## src/rtl/core/brb_pkg.sv

```systemverilog
`timescale 1ns / 1ps
// Package for the circular byte FIFO: sizes, request op codes and sequencer states.
// No dependencies; imported by the channel interfaces and the top level.
package brb_pkg;

	localparam int DEPTH     = 256;
	localparam int MAX_BURST = 8;

	localparam int PTR_W  = $clog2(DEPTH);
	localparam int CAP_W  = $clog2(DEPTH) + 1;
	localparam int OP_W   = 3;
	localparam int LEN_W  = 4;
	localparam int DATA_W = 64;
	localparam int IDX_W  = 3;

	typedef enum logic [OP_W-1:0] {
		OP_PUT_BYTE  = 3'd0,
		OP_GET_BYTE  = 3'd1,
		OP_PUT_BLOCK = 3'd2,
		OP_GET_BLOCK = 3'd3,
		OP_PUT_HEAD  = 3'd4
	} brb_op_t;

	typedef enum logic [1:0] {
		ST_IDLE,
		ST_RUN,
		ST_FIN
	} brb_state_t;

endpackage

```

## src/rtl/core/brb_if.sv

```systemverilog
`timescale 1ns / 1ps
// Valid/ready channel interfaces for the circular byte FIFO: request and response.
// Depends on brb_pkg for the field widths.
interface brb_req_if;
	import brb_pkg::*;

	logic              valid;
	logic              ready;
	logic [OP_W-1:0]   op;
	logic [LEN_W-1:0]  length;
	logic [DATA_W-1:0] write_bytes;

	modport source (output valid, output op, output length, output write_bytes, input ready);
	modport sink   (input valid, input op, input length, input write_bytes, output ready);
endinterface

interface brb_rsp_if;
	import brb_pkg::*;

	logic              valid;
	logic              ready;
	logic              ok;
	logic [LEN_W-1:0]  count;
	logic [DATA_W-1:0] read_bytes;
	logic [CAP_W-1:0]  level;

	modport source (output valid, output ok, output count, output read_bytes, output level,
		input ready);
	modport sink   (input valid, input ok, input count, input read_bytes, input level,
		output ready);
endinterface

```

## src/rtl/core/brb_ram.sv

```systemverilog
`timescale 1ns / 1ps
// Generic single-write, single-read RAM with registered read data.
// No dependencies.
module brb_ram #(
	parameter int WIDTH = 8,
	parameter int DEPTH = 256
) (
	input  logic                     clk,
	input  logic                     we,
	input  logic [$clog2(DEPTH)-1:0] waddr,
	input  logic [WIDTH-1:0]         wdata,
	input  logic                     re,
	input  logic [$clog2(DEPTH)-1:0] raddr,
	output logic [WIDTH-1:0]         rdata
);

	logic [WIDTH-1:0] mem_q [DEPTH];

	always_ff @(posedge clk) begin
		if (we) begin
			mem_q[waddr] <= wdata;
		end
		if (re) begin
			rdata <= mem_q[raddr];
		end
	end

endmodule

```

## src/rtl/core/byte_ring_buffer.sv

```systemverilog
`timescale 1ns / 1ps
// Top level of the circular byte FIFO: request sequencer, pointers and result register.
// Depends on brb_pkg, brb_if (brb_req_if, brb_rsp_if) and brb_ram.
//
// Usage:
//   req  - request words: op, length and up to eight bytes in write_bytes (byte 0 in 7:0).
//   rsp  - one result word per request: ok, count, read_bytes (first byte in 7:0), level.
//   cfg_we / cfg_wdata - capacity register. A write empties the FIFO; write it only
//          while no request is in flight. Zero acts as one, values above DEPTH as DEPTH.
// Sequence:
//   The store is a byte-wide RAM, so a request moving n bytes (0 to 8) makes one RAM
//   access per byte in ST_RUN, then closes there while the last read byte lands, and
//   then loads the result register in ST_FIN. req.ready rises together with the result
//   valid, so the next request is accepted only once the previous result is loaded.
// Reset:
//   arst_n clears pointers and fill level and sets the capacity to DEPTH. The store
//   itself is not cleared; reads only ever reach slots written before.
// Stalls:
//   The result register holds a finished result until rsp.ready. The next request is
//   still taken and worked; it then waits in ST_FIN until the register frees.
module byte_ring_buffer (
	input  logic                      clk,
	input  logic                      arst_n,
	input  logic                      cfg_we,
	input  logic [brb_pkg::CAP_W-1:0] cfg_wdata,
	brb_req_if.sink                   req,
	brb_rsp_if.source                 rsp
);
	import brb_pkg::*;

	brb_state_t state_q, state_d;

	logic [CAP_W-1:0]  cap_q;
	logic [CAP_W-1:0]  occ_q;
	logic [PTR_W-1:0]  rd_ptr_q;
	logic [PTR_W-1:0]  wr_ptr_q;

	// request context
	logic              dir_rd_q;
	logic              ok_q;
	logic [LEN_W-1:0]  n_q;
	logic [LEN_W-1:0]  idx_q;
	logic [DATA_W-1:0] wb_q;
	logic [DATA_W-1:0] rb_q;

	// read return tracking
	logic              rd_pend_s1;
	logic [IDX_W-1:0]  rd_idx_s1;

	// result register
	logic              out_valid_q;
	logic              out_ok_q;
	logic [LEN_W-1:0]  out_count_q;
	logic [DATA_W-1:0] out_rb_q;
	logic [CAP_W-1:0]  out_level_q;

	// decode of an incoming request
	logic [CAP_W-1:0]  free_w;
	logic [CAP_W-1:0]  len_w;
	logic              len_ok;
	logic              dec_ok;
	logic              dec_rd;
	logic [LEN_W-1:0]  dec_n;

	// sequencer outputs
	logic              accept;
	logic              step;
	logic              load_out;
	logic              ram_we;
	logic              ram_re;

	// shared pointer unit
	logic [PTR_W-1:0]  ptr_sel;
	logic [CAP_W-1:0]  ptr_inc;
	logic [PTR_W-1:0]  ptr_nxt;

	logic [CAP_W-1:0]  cap_eff;
	logic [7:0]        ram_rdata;

	// Clamp a capacity write into 1..DEPTH.
	always_comb begin
		if (cfg_wdata == '0) begin
			cap_eff = CAP_W'(1);
		end else if (cfg_wdata > CAP_W'(DEPTH)) begin
			cap_eff = CAP_W'(DEPTH);
		end else begin
			cap_eff = cfg_wdata;
		end
	end

	// Decide direction and byte count from the current fill level.
	always_comb begin
		free_w = cap_q - occ_q;
		len_w  = CAP_W'(req.length);
		len_ok = (req.length <= LEN_W'(MAX_BURST));
		dec_ok = 1'b0;
		dec_rd = 1'b0;
		dec_n  = '0;
		case (req.op)
			OP_PUT_BYTE: begin
				dec_ok = (free_w != '0);
				dec_n  = dec_ok ? LEN_W'(1) : '0;
			end
			OP_GET_BYTE: begin
				dec_rd = 1'b1;
				dec_ok = (occ_q != '0);
				dec_n  = dec_ok ? LEN_W'(1) : '0;
			end
			OP_PUT_BLOCK: begin
				dec_ok = len_ok && (len_w <= free_w);
				dec_n  = dec_ok ? req.length : '0;
			end
			OP_GET_BLOCK: begin
				dec_rd = 1'b1;
				dec_ok = len_ok && (len_w <= occ_q);
				dec_n  = dec_ok ? req.length : '0;
			end
			OP_PUT_HEAD: begin
				// store what fits; count reports the bytes taken
				dec_ok = len_ok;
				if (!len_ok) begin
					dec_n = '0;
				end else if (len_w > free_w) begin
					dec_n = free_w[LEN_W-1:0];
				end else begin
					dec_n = req.length;
				end
			end
			default: begin
				dec_ok = 1'b0;
				dec_n  = '0;
			end
		endcase
	end

	// Shared pointer unit: advance whichever pointer this request walks, wrap at capacity.
	always_comb begin
		ptr_sel = dir_rd_q ? rd_ptr_q : wr_ptr_q;
		ptr_inc = CAP_W'(ptr_sel) + CAP_W'(1);
		ptr_nxt = (ptr_inc >= cap_q) ? '0 : ptr_inc[PTR_W-1:0];
	end

	// Next state.
	always_comb begin
		state_d = state_q;
		case (state_q)
			ST_IDLE: begin
				if (req.valid) begin
					state_d = ST_RUN;
				end
			end
			ST_RUN: begin
				if (idx_q == n_q) begin
					state_d = ST_FIN;
				end
			end
			ST_FIN: begin
				if (!out_valid_q || rsp.ready) begin
					state_d = ST_IDLE;
				end
			end
			default: begin
				state_d = ST_IDLE;
			end
		endcase
	end

	// Sequencer outputs.
	always_comb begin
		req.ready = (state_q == ST_IDLE);
		accept    = req.valid && (state_q == ST_IDLE);
		step      = (state_q == ST_RUN) && (idx_q != n_q);
		ram_we    = step && !dir_rd_q;
		ram_re    = step && dir_rd_q;
		load_out  = (state_q == ST_FIN) && (!out_valid_q || rsp.ready);
	end

	brb_ram #(
		.WIDTH (8),
		.DEPTH (DEPTH)
	) u_store (
		.clk   (clk),
		.we    (ram_we),
		.waddr (wr_ptr_q),
		.wdata (wb_q[{idx_q[IDX_W-1:0], 3'b000} +: 8]),
		.re    (ram_re),
		.raddr (rd_ptr_q),
		.rdata (ram_rdata)
	);

	always_ff @(posedge clk or negedge arst_n) begin
		if (!arst_n) begin
			state_q    <= ST_IDLE;
			cap_q      <= CAP_W'(DEPTH);
			occ_q      <= '0;
			rd_ptr_q   <= '0;
			wr_ptr_q   <= '0;
			idx_q      <= '0;
			n_q        <= '0;
			rd_pend_s1 <= 1'b0;
			out_valid_q <= 1'b0;
		end else begin
			state_q    <= state_d;
			rd_pend_s1 <= ram_re;
			if (cfg_we) begin
				// new wrap point: empty the FIFO
				cap_q    <= cap_eff;
				occ_q    <= '0;
				rd_ptr_q <= '0;
				wr_ptr_q <= '0;
			end else if (step) begin
				idx_q <= idx_q + LEN_W'(1);
				if (dir_rd_q) begin
					rd_ptr_q <= ptr_nxt;
					occ_q    <= occ_q - CAP_W'(1);
				end else begin
					wr_ptr_q <= ptr_nxt;
					occ_q    <= occ_q + CAP_W'(1);
				end
			end
			if (accept) begin
				idx_q <= '0;
				n_q   <= dec_n;
			end
			if (load_out) begin
				out_valid_q <= 1'b1;
			end else if (rsp.ready) begin
				out_valid_q <= 1'b0;
			end
		end
	end

	// Payload registers: no reset needed.
	always_ff @(posedge clk) begin
		if (accept) begin
			dir_rd_q <= dec_rd;
			ok_q     <= dec_ok;
			wb_q     <= req.write_bytes;
			rb_q     <= '0;
		end else if (rd_pend_s1) begin
			rb_q[{rd_idx_s1, 3'b000} +: 8] <= ram_rdata;
		end
		if (ram_re) begin
			rd_idx_s1 <= idx_q[IDX_W-1:0];
		end
		if (load_out) begin
			out_ok_q    <= ok_q;
			out_count_q <= n_q;
			out_rb_q    <= rb_q;
			out_level_q <= occ_q;
		end
	end

	assign rsp.valid      = out_valid_q;
	assign rsp.ok         = out_ok_q;
	assign rsp.count      = out_count_q;
	assign rsp.read_bytes = out_rb_q;
	assign rsp.level      = out_level_q;

	// Byte walk never runs past the decided count.
	a_idx_bound: assert property (@(posedge clk) disable iff (!arst_n)
		state_q == ST_RUN |-> idx_q <= n_q)
		else $error("byte index past request count");

	// Fill level stays within the capacity.
	a_occ_bound: assert property (@(posedge clk) disable iff (!arst_n)
		occ_q <= cap_q)
		else $error("fill level above capacity");

	// Both pointers stay below the wrap point.
	a_ptr_bound: assert property (@(posedge clk) disable iff (!arst_n)
		CAP_W'(rd_ptr_q) < cap_q && CAP_W'(wr_ptr_q) < cap_q)
		else $error("pointer beyond capacity");

	// Read data only comes back from a byte step of the sequencer.
	a_rd_return: assert property (@(posedge clk) disable iff (!arst_n)
		rd_pend_s1 |-> $past(state_q == ST_RUN) && dir_rd_q)
		else $error("read return outside a read walk");

	// An accepted request always enters the byte walk.
	a_accept_run: assert property (@(posedge clk) disable iff (!arst_n)
		accept |=> state_q == ST_RUN)
		else $error("accepted request did not start");

endmodule

```

## src/flat_wrapper.sv

```systemverilog
// flat-port wrapper written by rule: the top's interface ports become plain ports
module byte_ring_buffer_flat import brb_pkg::*;
  (clk, arst_n, cfg_we, cfg_wdata, req_valid, req_op, req_length, req_write_bytes, req_ready, rsp_valid, rsp_ok, rsp_count, rsp_read_bytes, rsp_level, rsp_ready);
  brb_req_if req_i ();
  brb_rsp_if rsp_i ();
  input  logic clk;
  input  logic arst_n;
  input  logic cfg_we;
  input  logic [brb_pkg::CAP_W-1:0] cfg_wdata;
  input wire logic [$bits(req_i.valid)-1:0] req_valid;
  input wire logic [$bits(req_i.op)-1:0] req_op;
  input wire logic [$bits(req_i.length)-1:0] req_length;
  input wire logic [$bits(req_i.write_bytes)-1:0] req_write_bytes;
  output wire logic [$bits(req_i.ready)-1:0] req_ready;
  output wire logic [$bits(rsp_i.valid)-1:0] rsp_valid;
  output wire logic [$bits(rsp_i.ok)-1:0] rsp_ok;
  output wire logic [$bits(rsp_i.count)-1:0] rsp_count;
  output wire logic [$bits(rsp_i.read_bytes)-1:0] rsp_read_bytes;
  output wire logic [$bits(rsp_i.level)-1:0] rsp_level;
  input wire logic [$bits(rsp_i.ready)-1:0] rsp_ready;
  assign req_i.valid = req_valid;
  assign req_i.op = req_op;
  assign req_i.length = req_length;
  assign req_i.write_bytes = req_write_bytes;
  assign req_ready = req_i.ready;
  assign rsp_valid = rsp_i.valid;
  assign rsp_ok = rsp_i.ok;
  assign rsp_count = rsp_i.count;
  assign rsp_read_bytes = rsp_i.read_bytes;
  assign rsp_level = rsp_i.level;
  assign rsp_i.ready = rsp_ready;
  byte_ring_buffer u_core (.clk(clk), .arst_n(arst_n), .cfg_we(cfg_we), .cfg_wdata(cfg_wdata), .req(req_i), .rsp(rsp_i));
endmodule
```

## config.mk

```make
export PLATFORM = sky130hd
export DESIGN_NAME = byte_ring_buffer_flat
export DESIGN_NICKNAME = d
export VERILOG_FILES = /design/src/rtl/core/brb_pkg.sv /design/src/rtl/core/brb_if.sv /design/src/rtl/core/brb_ram.sv /design/src/rtl/core/byte_ring_buffer.sv /design/src/flat_wrapper.sv
export SDC_FILE = /design/constraint.sdc
export NUM_CORES = 2
export LEC_CHECK = 0
export BUFFER_PORTS_ARGS = -buffer_cell sky130_fd_sc_hd__buf_2
export CORE_UTILIZATION = 50
export DETAILED_ROUTE_END_ITERATION = 6
export GPL_ROUTABILITY_DRIVEN = 0
export PLACE_DENSITY = 0.75
export SLEW_MARGIN = 20
export SYNTH_ARGS = -nofsm -noshare
export SYNTH_HDL_FRONTEND = slang
export SYNTH_SLANG_ARGS = --single-unit
```

## constraint.sdc

```tcl
create_clock -name clk -period 6.34 [get_ports clk]
set_input_delay 0 -clock clk [delete_from_list [all_inputs] [get_ports clk]]
set_output_delay 0 -clock clk [all_outputs]
set_load 0.05 [all_outputs]
```

==> impl_metrics.tcl <==
set metrics [dict create \
    clock-sinks 2313 \
    port_buffers 164 \
    clkLatencyLatePin_ns 0.87 \
    hold_slack_ns 0.149 \
    ys_seq_area_frac 0.768 \
    coreArea_mm2 0.177 \
    cts-root-buf "clkbuf_16" \
    fill_cells 12300 \
    numCtsBuffers 211 \
    final-setup-viol-count 0 \
    grt.met1_usage 0.324 \
    h-tree-depth 4 \
    first_pass_iters 6 \
    crit_required_ns 6.89 \
    async_flop_share 0.0199 \
    routed_via_density 6.32 \
    dieWidth_um 425 \
    max_freq_mhz 207 \
    yosys_warnings 0 \
    grt_pass1_wl_um 308000 \
    relSlewSlack 0.0909 \
    grt_busiest_layer "met2" \
    syn_nets 4436 \
    setup.worst_path.end_class "flip-flop" \
    startpoint_type "flip-flop" \
    cts_tree "built" \
    die_h_um 425 \
    crit_path_max_incr_delay_ns 1.18 \
    route.detailed.drc 0 \
    status "finished clean" \
    met2_usage 0.367 \
    drt_wl_total_um 210000 \
    synth-seq-cells 2313 \
    grt_pass1_vias 45600 \
    finalHoldViolCount 0 \
    critPathArrivalTime_ns 5.38 \
    synthTopCellsByArea "edfxtp_1 74%, mux4_2 14%, nor2_1 1.5%" \
    rows 154 \
    ant_nets 0 \
    path_cells "buf_4 > buf_4 > mux4_2 > a22o_1 > a221oi_1 > o22ai_1 > nor4_1 > nor4_1" \
    synth_flop_cell "edfxtp_1" \
    syn_inst 4310 \
    rsz0062_at_grt "false" \
    seq_area_mm2 0.0686 \
    fin_cells 7214 \
    powerDensity_mw_per_mm2 386 \
    slew_viol_final 0 \
    drive_gt1_frac 0.234 \
    worst_slew_pin_slew_ns 1.35 \
    synth_area_mm2 0.0893 \
    first_iter_violations 6343 \
    ys_types 67 \
    cts_setup_buffers 0 \
    synth_area_leader_cell "edfxtp_1" \
    synth-edff-count 2203 \
    synth_top_cell_area_share 0.741 \
    finalClockSkew_ns 0.0364 \
    met3_usage 0.0489 \
    grt_max_degree 160 \
    multi_input_area_mm2 0.0196 \
    yosys-top-cells-count "2,203 x edfxtp_1, 542 x mux4_2, 358 x nor2_1" \
    placed_cells 6632 \
    setup_tns_ns 0 \
    max_cap_violations 0 \
    antenna_found_initial 2 \
    clock_path_buffers 3 \
    clk_pin_slew_worst_paths_ns 0.06 \
    grt_usage 0.232 \
    syn_area_per_cell_um2 20.7 \
    p_leak_nw 31.8 \
    die_area_mm2 0.180 \
    start_util 0.505 \
    irDropWorstVdd_mv 0.348 \
    grt_overflow 0 \
    cp_slowest_cell "nor4_1" \
    nets 4818 \
    vias 45600 \
    yosysMostFrequentCell "edfxtp_1" \
    p_total_mw 39.3 \
    dp_hpwl_um 120000 \
    post-route-period-util 0.762 \
    hold_path_class "in2reg" \
    wl_per_cell_um 29.0 \
    fin_crit_ns 4.83 \
    path_class "reg2reg" \
    cp_max_fo 29 \
    pin_count 165 \
    syn_to_final_growth_pct 14.1 \
]
-- cell usage in the layout (no fill, tap or decap), types with 27 or more instances in the layout --
master         netlist  final
mux4_2             542    542
dfxtp_1             64     64
a22oi_1             50     50
bufinv_16            0     31
dfrtp_1             45     43
clkbuf_1           132     38
dlygate4sd3_1        0    186
buf_2               62    164
clkbuf_16            0    212
nand3_1             31     28
nor3_1              30     30
a21oi_1             90     90
nor2_1             358    356
inv_1               30     30
a221oi_1            92     92
clkinv_1             1     47
buf_4               29     60
nand2_1             96     93
edfxtp_1          2203   2203
ha_1                39     39
a22o_1              92     92
o22ai_1             47     47
clkinv_2             0     27
-- critical path: cells and delay by family (launching register included) --
family,cells,cell delay [ns]
simple gates,2,1.27
buf+inv,2,1.08
flops,1,0.86
compound gates,3,0.69
mux,1,0.56
-- metrics by stage --
step	cell area [um2]	util	setup slack, ns
3_5_place_dp	92800	0.525	1.67
5_1_grt	102000	0.576	1.38
6_report	102000	0.576	1.51
4_1_cts	102000	0.576	1.64
2_1_floorplan	89300	-	1.61
3_3_place_gp	92800	0.525	1.54
-- timing repair --
action                                 in CTS  in global routing
endpoints found under the hold margin     142                  0
hold buffers                              186                  0
resized for setup                           0                  0
-- sequential cells by signal, indices dropped and copies added (netlist names) --
name,flops
u_core.rsp.read_bytes,64
u_core.rd_ptr_q,8
u_core.wr_ptr_q,8
u_core.rd_idx_s1,3
u_core.ok_q,1
u_core.rb_q,64
u_core.occ_q,9
u_core.rsp.valid,1
u_core.u_store.rdata,8
u_core.cap_q,9
u_core.state_q,2
u_core.wb_q,64
u_core.n_q,4
u_core.u_store.mem_q,2048
u_core.rd_pend_s1,1
u_core.dir_rd_q,1
u_core.rsp.count,4
u_core.idx_q,4
u_core.rsp.ok,1
u_core.rsp.level,9
-- layer usage --
metal | vias to the layer above | wire length, um
met2 | 2922 | 100000
li1 | 18700 | -
met3 | 392 | 22500
met5 | - | 13
met4 | 2 | 7010
met1 | 23600 | 79800
-- report_power, final --
group          total (mW)  switching [mW]  internal [mW]
clock                13.1            5.61           7.46
sequential           19.3           0.259           19.0
combinational        6.98            4.72           2.26
total                39.3            10.6           28.7
-- cells by family after synthesis --
| family | after synthesis | synth area share |
|---|---|---|
| simple gates | 612 | 0.0300 |
| compound gates | 453 | 0.0378 |
| fa+ha+maj | 41 | 0.00591 |
| buf+inv | 289 | 0.0149 |
| flops | 2313 | 0.768 |
| xor+xnor | 27 | 0.00265 |
| mux | 575 | 0.141 |
-- cell type report --
cell class | instances | area share
Sequential cell | 2313 | 0.673
Clock inverter | 141 | 0.0163
Multi-Input combinational cell | 1708 | 0.192
Timing Repair Buffer | 427 | 0.0342
Clock buffer | 252 | 0.0538
Tap cell | 2340 | 0.0287
Antenna cell | 2 | 0.0000491
Inverter | 31 | 0.00117
-- path summary, 6_finish.rpt --
kind                                     from                       end  slack, ns  depth (start not counted)
min reg2reg                    u_core.rb_q[2]  u_core.rsp.read_bytes[2]       0.43                          0
min                                 req_op[0]           u_core.dir_rd_q       0.15                          4
max in group asynchronous              arst_n        u_core.rd_ptr_q[1]       5.46                          4
max                        u_core.rd_ptr_q[0]   u_core.u_store.rdata[2]       1.51                          8
max reg2reg                u_core.rd_ptr_q[0]   u_core.u_store.rdata[2]       1.51                          8
min in group asynchronous              arst_n             u_core.n_q[3]       0.34                          4
(Power assumes the default switching activity.)
